==> config.mk <==
export PLATFORM = sky130hd
export DESIGN_NAME = tha_ctrl
export DESIGN_NICKNAME = d
export VERILOG_FILES = /design/src/design/tha_pkg.sv /design/src/design/tha_ctrl.sv
export SDC_FILE = /design/constraint.sdc
export NUM_CORES = 1
export LEC_CHECK = 0
export BUFFER_PORTS_ARGS = -buffer_cell sky130_fd_sc_hd__buf_2
export CAP_MARGIN = 20
export CORE_AREA = 2 2 39 41
export CTS_CLUSTER_SIZE = 10
export DETAILED_ROUTE_END_ITERATION = 10
export DIE_AREA = 0 0 41 43
export PLACE_DENSITY = 0.47
export SKIP_CTS_REPAIR_TIMING = 1
export SLEW_MARGIN = 0
export SYNTH_ARGS = -nofsm -noshare
export SYNTH_HDL_FRONTEND = slang
export SYNTH_SLANG_ARGS = --single-unit
==> constraint.sdc <==
create_clock -name clk_i -period 2.14 [get_ports clk_i]
set_input_delay 0.214 -clock clk_i [delete_from_list [all_inputs] [get_ports clk_i]]
set_output_delay 0.214 -clock clk_i [all_outputs]
set_load 0.1 [all_outputs]
==> src/design/tha_pkg.sv <==
// ----------------------------------------------------------------------------
// tha_pkg: shared types and constants for the typed handle id allocator
// Class codes, opcodes, status codes, controller states and the command and
// status groups between controller and datapath.
// ----------------------------------------------------------------------------
package tha_pkg;

  localparam int NUM_TABLES = 9;

  localparam logic [3:0] C_GENERIC  = 4'd0;
  localparam logic [3:0] C_WIDGET   = 4'd1;
  localparam logic [3:0] C_GADGET   = 4'd2;
  localparam logic [3:0] C_WINDOW   = 4'd3;
  localparam logic [3:0] C_SCREEN   = 4'd4;
  localparam logic [3:0] C_GROUP    = 4'd5;
  localparam logic [3:0] C_ROW      = 4'd6;
  localparam logic [3:0] C_MENUITEM = 4'd7;
  localparam logic [3:0] C_MENU     = 4'd8;
  localparam logic [3:0] C_MSGPORT  = 4'd9;
  localparam logic [3:0] C_MUTEX    = 4'd10;
  localparam logic [3:0] C_MODULE   = 4'd11;
  localparam logic [3:0] C_DISPLAY  = 4'd12;
  localparam logic [3:0] C_MSG      = 4'd13;
  localparam logic [3:0] C_UNDEF    = 4'd15;

  localparam logic [3:0] KIND_PASS = 4'd14;
  localparam logic [3:0] KIND_NONE = 4'd15;

  localparam logic [1:0] OP_ASSIGN = 2'd0;
  localparam logic [1:0] OP_DROP   = 2'd1;
  localparam logic [1:0] OP_LOOKUP = 2'd2;

  localparam logic [1:0] ST_OK       = 2'd0;
  localparam logic [1:0] ST_FULL     = 2'd1;
  localparam logic [1:0] ST_NOTALLOW = 2'd2;
  localparam logic [1:0] ST_MISS     = 2'd3;

  typedef enum logic [2:0] {
    S_IDLE,
    S_DISPATCH,
    S_CHECK,
    S_UP_RD,
    S_UP_CHK,
    S_DN_RD,
    S_DN_CHK,
    S_RESP
  } state_e;

  typedef enum logic [3:0] {
    CMD_NONE,
    CMD_LOAD,
    CMD_ASSIGN,
    CMD_READ_IDX,
    CMD_RES_IMM,
    CMD_CHECK,
    CMD_READ_PTR,
    CMD_UP_DONE,
    CMD_PTR_INC,
    CMD_DN_BOT,
    CMD_DN_HIT,
    CMD_PTR_DEC,
    CMD_OUT
  } cmd_e;

  typedef struct packed {
    cmd_e op;
  } cmd_t;

  typedef struct packed {
    logic assign_go;
    logic need_read;
    logic is_drop;
    logic drop_hit;
    logic rd_occ;
    logic ptr_ge_top;
    logic ptr_le_lf;
    logic out_busy;
  } sts_t;

  function automatic logic [3:0] class_kind(input logic [3:0] c);
    logic [3:0] k;
    case (c)
      C_WIDGET:   k = 4'd0;
      C_GADGET:   k = 4'd1;
      C_WINDOW:   k = 4'd2;
      C_SCREEN:   k = 4'd3;
      C_GROUP:    k = 4'd4;
      C_MENUITEM: k = 4'd5;
      C_MENU:     k = 4'd6;
      C_MSGPORT:  k = 4'd7;
      C_MUTEX:    k = 4'd8;
      C_ROW, C_MODULE, C_DISPLAY, C_MSG: k = KIND_PASS;
      default:    k = KIND_NONE;
    endcase
    return k;
  endfunction

  function automatic logic classes_match(input logic [3:0] ex, input logic [3:0] c);
    return (ex == c) || (ex == C_GENERIC) ||
           ((ex == C_WIDGET) && ((c == C_GADGET) || (c == C_WINDOW) || (c == C_SCREEN))) ||
           ((ex == C_ROW) && (c == C_MENUITEM));
  endfunction

endpackage

==> src/design/tha_ctrl.sv <==
// ----------------------------------------------------------------------------
// tha_ctrl: allocator controller
// Sequences dispatch, slot check and the up/down occupancy scans.
// ----------------------------------------------------------------------------
module tha_ctrl import tha_pkg::*; (
  input  logic clk_i,
  input  logic rst_ni,
  input  logic in_valid_i,
  output logic in_ready_o,
  input  sts_t sts_i,
  output cmd_t cmd_o
);

  state_e state_q, state_d;

  always_ff @(posedge clk_i or negedge rst_ni) begin
    if (!rst_ni) begin
      state_q <= S_IDLE;
    end else begin
      state_q <= state_d;
    end
  end

  always_comb begin
    state_d    = state_q;
    cmd_o.op   = CMD_NONE;
    in_ready_o = 1'b0;
    case (state_q)
      S_IDLE: begin
        in_ready_o = 1'b1;
        if (in_valid_i) begin
          cmd_o.op = CMD_LOAD;
          state_d  = S_DISPATCH;
        end
      end
      S_DISPATCH: begin
        if (sts_i.assign_go) begin
          cmd_o.op = CMD_ASSIGN;
          state_d  = S_UP_RD;
        end else if (sts_i.need_read) begin
          cmd_o.op = CMD_READ_IDX;
          state_d  = S_CHECK;
        end else begin
          cmd_o.op = CMD_RES_IMM;
          state_d  = S_RESP;
        end
      end
      S_CHECK: begin
        cmd_o.op = CMD_CHECK;
        state_d  = (sts_i.is_drop && sts_i.drop_hit) ? S_DN_RD : S_RESP;
      end
      S_UP_RD: begin
        if (sts_i.ptr_ge_top) begin
          cmd_o.op = CMD_UP_DONE;
          state_d  = S_RESP;
        end else begin
          cmd_o.op = CMD_READ_PTR;
          state_d  = S_UP_CHK;
        end
      end
      S_UP_CHK: begin
        if (!sts_i.rd_occ) begin
          cmd_o.op = CMD_UP_DONE;
          state_d  = S_RESP;
        end else begin
          cmd_o.op = CMD_PTR_INC;
          state_d  = S_UP_RD;
        end
      end
      S_DN_RD: begin
        if (sts_i.ptr_le_lf) begin
          cmd_o.op = CMD_DN_BOT;
          state_d  = S_RESP;
        end else begin
          cmd_o.op = CMD_READ_PTR;
          state_d  = S_DN_CHK;
        end
      end
      S_DN_CHK: begin
        if (sts_i.rd_occ) begin
          cmd_o.op = CMD_DN_HIT;
          state_d  = S_RESP;
        end else begin
          cmd_o.op = CMD_PTR_DEC;
          state_d  = S_DN_RD;
        end
      end
      S_RESP: begin
        if (!sts_i.out_busy) begin
          cmd_o.op = CMD_OUT;
          state_d  = S_IDLE;
        end
      end
      default: state_d = S_IDLE;
    endcase
  end

endmodule

==> flow_summary.toml, run 1 <==
[worst_hold_path]
hp-class = "in2reg"
holdPathEnd = "state_q[0]$_DFFE_PN0P_"
hold_path_depth = 3
worstHoldStart = "in_valid_i"

[setup_path]
r2r_cells = 4
crit_arrival_ns = 1.72
regToRegEndpoint = "state_q[1]$_DFFE_PN0P_"
r2r_slack_ns = 0.63
worstPathMaxFanout = 17
crit_type = "reg2out"
slowest_stage = "dfrtp_1"
startpoint_type = "register"
critPathBufInv = 1
critPathTopFamily = "flip-flops"
r2r-start = "state_q[0]$_DFFE_PN0P_"
critical_path.cell_chain = "or3_1 > a21oi_1 > nor2_2 > buf_2"
end_kind = "output port"
max_stage_delay_ns = 0.54
required_ns = 1.93

[logic_synthesis]
yosys_warnings = 0
yosysUniqueCellTypes = 27
post_synth.cell_area_avg_um2 = 7.75
synth_edf_count = 0
muxShareOfSynthArea = 0.0281
synthFlopType = "dfrtp_1"
async_flop_share = 1.00
synth_top_family_by_area = "simple AND/OR/NAND/NOR gates"
synth_nets = 57
synth_fa_ha_area_frac = 0
synth_cells = 46
syn_area_um2 = 357
synth-seq-cells = 3
synth-compound-area-share = 0.270
seq_area_frac_synth = 0.211
yosys.area_share.xor_xnor = 0
synth-simple-area-share = 0.361

[drt]
drc = 0
drt_iter0_drc = 6
antenna_left = 0
vias_per_cell = 4.95
routed_wl_um = 892
drtPass1Iterations = 2
via_count = 401
detail_route.wl_per_cell_um = 11.0

[floorplanning]
io_pins = 16
initial_core_util = 0.258
dieArea_um2 = 1760
core_um2 = 1380
fp-row-count = 14
die_h_um = 43
die_x_um = 41

[clock_tree]
clkTransAtPathRegs_ns = 0.04
cts_tree = "done"
cts_root_buf = "clkbuf_4"
clkLatencyLatePin_ns = 0.23
h-tree-depth = 1
cts_buffer_depth = 2
cts_made_buffers = 3
cts_sinks = 3

[sta]
period_minus_slack_ns = 1.94
slew_viol_final = 0
rsz0062_at_grt = "false"
skew_ns = 0.000535
min_period_over_period = 0.904
worst_pin_slew_ns = 0.484
setup_violations = 0
finalHoldViolCount = 0
fmax_mhz = 517
slew_headroom = 0.677
final.setup.tns_ns = 0

[place]
dp_hpwl_um = 689
io_buffers = 15
place_congestion = 0.704

[finish]
fin_nets = 77
top_register = "state_q"
largest_register_ffs = 3
reg_top3 = "state_q: 3 flops"
drive_gt1_frac = 0.415
antenna_cells = 0
fillers = 162
synthToLayoutAreaGrowth_pct = 42.1
multiInputGateArea_um2 = 259
regArea_um2 = 75.1

[global_route]
grt_pass1_wl_um = 1530
grt_start_max_net_pins = 18
overflow = 0
antenna_found_initial = 0
grt_use_total = 0.126
grt_pass1_vias = 387

[job]
drv_cap = 0

[run_status]
status = "finished clean"
[layout by cell type, fill, tap and decap left out, types with 2 or more instances in the layout]
| cell type | instances |
|---|---|
| buf_2 | 14 |
| nand2_1 | 5 |
| nor2_1 | 4 |
| inv_1 | 3 |
| a21oi_1 | 3 |
| clkbuf_4 | 3 |
| dfrtp_1 | 3 |
| nand2b_1 | 2 |
| or3_1 | 2 |
| buf_4 | 2 |
[synthesized netlist by cell type, drive strengths merged, types with 2 or more instances]
cell type / number / share of area
nand2: 5 / 0.053
a21oi: 4 / 0.056
nand2b: 2 / 0.035
clkbuf: 2 / 0.077
or3: 2 / 0.035
a31oi: 2 / 0.035
dfrtp: 3 / 0.21
nor2: 5 / 0.053
inv: 3 / 0.032
[kinds of logic after synthesis]
logic type	Yosys count
AOI/OAI and AO/OA	14
buffers and inverters	6
DFF	3
muxes	1
and+or+nand+nor	22
[final cells by class]
type / instances / share of cell area
Inverter: 3 / 0.0222
Timing Repair Buffer: 18 / 0.227
Multi-Input combinational cell: 37 / 0.511
Sequential cell: 3 / 0.148
Clock buffer: 4 / 0.0519
Tap cell: 16 / 0.0395
[worst register-to-register path, stage by stage, from the launching register on]
cell and delay, ns:
dfrtp_1 0.49, buf_4 0.21, and4b_1 0.20, or3_1 0.35
a31oi_1 0.16
[stage by stage]
step                      instance area (µm²)   util  cells  hold WS [ns]  worst slack (ns)
after floorplan                           380      -     46       -0.0816            0.0523
after global placement                    470  0.340     76        0.0108             0.425
after detailed placement                  470  0.340     76        0.0151             0.442
after CTS                                 497  0.359     80        -0.235             0.194
after global routing                      507  0.366     81         0.295            0.0990
final                                     507  0.366     81         0.264             0.205
[per-layer routing]
layer  vias up  global-route usage  share of wire
met4         0              0.0600              0
met3         0              0.0314          0.025
met1       182               0.178           0.47
met5         -                   0              0
li1        213                   -              -
met2         6               0.172           0.50
[worst max-delay path by stage]
stage | startpoint | endpoint | slack, ns | cells past startpoint
2_1_floorplan | state_q[2]$_DFFE_PN0P_ | state_q[1]$_DFFE_PN0P_ | 0.05 | 3
3_3_place_gp | state_q[1]$_DFFE_PN0P_ | cmd_o[1] | 0.43 | 4
3_5_place_dp | state_q[1]$_DFFE_PN0P_ | cmd_o[1] | 0.44 | 4
4_1_cts | state_q[1]$_DFFE_PN0P_ | cmd_o[1] | 0.19 | 4
5_1_grt | state_q[0]$_DFFE_PN0P_ | cmd_o[2] | 0.1 | 4
6_report | state_q[1]$_DFFE_PN0P_ | cmd_o[1] | 0.20 | 4
Power of run 1 is not shown: default switching activity piles up to over one toggle a cycle in this logic, so the estimate is an artifact.
==> inputs of run 2 (changes only) <==
- BUFFER_PORTS_ARGS: -buffer_cell sky130_fd_sc_hd__buf_2 -> not set
- DONT_BUFFER_PORTS: not set -> 1
- PLACE_DENSITY: 0.47 -> 0.37
==> flow_summary.toml, run 2 (synthesis gave the netlist of run 1 again) <==
[clock_tree]
cts_tree = "done"
clkLatencyLatePin_ns = 0.24
cts_made_buffers = 3
cts_root_buf = "clkbuf_4"
clkTransAtPathRegs_ns = 0.03
cts_buffer_depth = 2
h-tree-depth = 1
cts_sinks = 3

[setup_path]
r2r_slack_ns = 0.66
max_stage_delay_ns = 0.47
critical_path.cell_chain = "nor4b_1 > a22oi_1 > a21oi_2 > buf_4"
crit_arrival_ns = 1.67
end_kind = "output port"
critPathBufInv = 1
required_ns = 1.93
critPathTopFamily = "flip-flops"
slowest_stage = "dfrtp_1"
startpoint_type = "register"
worstPathMaxFanout = 10
crit_type = "reg2out"

[floorplanning]
dieArea_um2 = 1760
initial_core_util = 0.258
io_pins = 16
fp-row-count = 14
die_x_um = 41
die_h_um = 43
core_um2 = 1380

[drt]
drtPass1Iterations = 3
drt_iter0_drc = 9
vias_per_cell = 5.45
detail_route.wl_per_cell_um = 13.4
drc = 0
routed_wl_um = 952
via_count = 387
antenna_left = 0

[sta]
finalHoldViolCount = 0
period_minus_slack_ns = 1.88
final.setup.tns_ns = 0
slew_viol_final = 0
rsz0062_at_grt = "false"
setup_violations = 0
slew_headroom = 0.722
skew_ns = 0.00458
fmax_mhz = 532
min_period_over_period = 0.878
worst_pin_slew_ns = 0.413

[finish]
top_register = "state_q"
fin_nets = 67
largest_register_ffs = 3
final_common_cell = "buf_4"
drive_gt1_frac = 0.327
layout_common_cells = "buf_4, nand2_1, nor2_1"
fillers = 153
reg_top3 = "state_q: 3 flops"
synthToLayoutAreaGrowth_pct = 29.5
final_core_util = 0.334
antenna_cells = 0
stdcell_count = 71

[global_route]
overflow = 0
grt_start_max_net_pins = 18
grt_pass1_wl_um = 1550
grt_pass1_vias = 368
grt_use_total = 0.135
antenna_found_initial = 0

[place]
place_congestion = 0.725
dp_hpwl_um = 715
io_buffers = 0
placed_cells = 66

[run_status]
status = "finished clean"

[worst_hold_path]
hp-class = "in2reg"

[job]
drv_cap = 0
## run 2: final timing paths
kind / end / startpoint / cells after the start
worst max-delay path: cmd_o[0] / state_q[2]$_DFFE_PN0P_ / 4
worst min-delay path: state_q[0]$_DFFE_PN0P_ / in_valid_i / 2
worst max register to register: state_q[1]$_DFFE_PN0P_ / state_q[2]$_DFFE_PN0P_ / 4
worst min register to register: state_q[1]$_DFFE_PN0P_ / state_q[0]$_DFFE_PN0P_ / 2
max in group asynchronous: state_q[0]$_DFFE_PN0P_ / rst_ni / 1
min in group asynchronous: state_q[1]$_DFFE_PN0P_ / rst_ni / 1
## run 2: cell type report
type	instances	area (µm²)	share of cell area
Clock buffer	4	26.3	0.0569
Inverter	3	11.3	0.0244
Sequential cell	3	76.3	0.165
Timing Repair Buffer	8	62.6	0.136
Tap cell	16	20.0	0.0434
Multi-Input combinational cell	37	265	0.575
## run 2: worst register-to-register path, cell delays in order (launching register included)
cell	delay (ns)
dfrtp_1	0.47
buf_4	0.22
and4b_1	0.22
or3_1	0.34
a31oi_1	0.15
## run 2: metrics by stage
| step | hold slack, ns | instance area [µm²] | setup slack (ns) |
|---|---|---|---|
| global route | 0.221 | 462 | 0.123 |
| finish | 0.209 | 462 | 0.260 |
| detailed placement | -0.0815 | 424 | 0.393 |
| floorplan | -0.0816 | 380 | 0.0523 |
| global placement | -0.0815 | 424 | 0.460 |
| CTS | -0.344 | 450 | 0.140 |
## run 2: per-layer routing
metal  global-route usage  vias to the layer above  wire length [µm]
met3               0.0209                        3                75
met4                0.140                        0                31
met5                    0                        -                 0
li1                     -                      194                 -
met2                0.166                       15               426
met1                0.181                      175               418
Power of run 2 is left out for the same reason.
==> inputs of run 3 (changes only) <==
==> constraint.sdc (replaced) <==
create_clock -name clk_i -period 2.14 [get_ports clk_i]
set_input_delay 0.107 -clock clk_i [delete_from_list [all_inputs] [get_ports clk_i]]
set_output_delay 0.107 -clock clk_i [all_outputs]
set_load 0.1 [all_outputs]
==> flow_summary.toml, run 3 (synthesis gave the netlist of run 1 again) <==
[run_status]
status = "finished clean"

[floorplanning]
die_h_um = 43
dieArea_um2 = 1760
fp-row-count = 14
io_pins = 16
initial_core_util = 0.258
die_x_um = 41
core_um2 = 1380

[sta]
slew_viol_final = 0
rsz0062_at_grt = "false"
finalHoldViolCount = 0
fmax_mhz = 517
slew_headroom = 0.639
final.setup.tns_ns = 0
skew_ns = 0.00388
period_minus_slack_ns = 1.94
min_period_over_period = 0.905
hold_slack_ns = 0.0972
setup_violations = 0
worst_pin_slew_ns = 0.541

[drt]
drc = 0
detail_route.wl_per_cell_um = 14.1
drt_iter0_drc = 13
drtPass1Iterations = 4
antenna_left = 0
vias_per_cell = 5.59
via_count = 386
routed_wl_um = 972

[place]
placed_cells = 64
placed_cell_area_um2 = 409
place_congestion = 0.734
io_buffers = 0
dp_hpwl_um = 701

[job]
drv_cap = 0

[finish]
top_register = "state_q"
fin_nets = 65
synthToLayoutAreaGrowth_pct = 24.9
antenna_cells = 0
largest_register_ffs = 3
layout_common_cells = "nand2_1, buf_4, nor2_1"
reg_top3 = "state_q: 3 flops"
stdcell_count = 69
post-route-cell-area_um2 = 445
drive_gt1_frac = 0.283

[global_route]
grt_pass1_wl_um = 1500
grt_start_max_net_pins = 18
grt_pass1_vias = 367
overflow = 0
antenna_found_initial = 0
grt_use_total = 0.127

[clock_tree]
clkLatencyLatePin_ns = 0.24
h-tree-depth = 1
cts_tree = "done"
clkTransAtPathRegs_ns = 0.04
cts_sinks = 3
cts_made_buffers = 3
cts_root_buf = "clkbuf_4"
cts_buffer_depth = 2

[setup_path]
startpoint_type = "register"
crit_arrival_ns = 1.83
end_kind = "output port"
worstPathMaxFanout = 16
required_ns = 2.03
crit_type = "reg2out"

[worst_hold_path]
hp-class = "in2reg"
run 3: changes by cell type in the layout (fill, tap and decap cells not counted), sizes merged:
cell,before,now
buf,7,5
run 3: worst max-delay path, stage by stage (launching register included):
cell	delay, ns
dfrtp_1	0.67
nand2_1	0.15
o32a_1	0.35
a21oi_2	0.12
buf_4	0.29
run 3: final cells by class:
class / count / area, µm²
Timing Repair Buffer: 6 / 47.5
Sequential cell: 3 / 75.1
Clock buffer: 4 / 26.3
Fill cell: 147 / 938
Inverter: 3 / 11.3
Multi-Input combinational cell: 37 / 265
Tap cell: 16 / 20.0
run 3: metal layers:
metal / GRT usage / share of wire / vias up
li1: - / - / 187
met2: 0.172 / 0.49 / 20
met1: 0.155 / 0.40 / 177
met5: 0 / 0 / -
met4: 0.120 / 0.015 / 0
met3: 0.0262 / 0.090 / 2
run 3: final timing paths:
| kind | from | to | slack (ns) | cells past startpoint |
|---|---|---|---|---|
| max in group asynchronous | rst_ni | state_q[0]$_DFFE_PN0P_ | 1.87 | 1 |
| min in group asynchronous | rst_ni | state_q[1]$_DFFE_PN0P_ | 0.12 | 1 |
| hold reg to reg | state_q[0]$_DFFE_PN0P_ | state_q[1]$_DFFE_PN0P_ | 0.78 | 2 |
| setup reg to reg | state_q[2]$_DFFE_PN0P_ | state_q[1]$_DFFE_PN0P_ | 0.68 | 3 |
| setup / recovery | state_q[2]$_DFFE_PN0P_ | cmd_o[0] | 0.20 | 4 |
| hold / removal | in_valid_i | state_q[0]$_DFFE_PN0P_ | 0.1 | 2 |
run 3: through the flow:
step                setup WS [ns]   util
global route               0.0885  0.322
detailed placement          0.477  0.296
floorplan                  0.0523      -
CTS                         0.215  0.315
finish                      0.204  0.322
global placement            0.521  0.296
Power of run 3 is left out for the same reason.
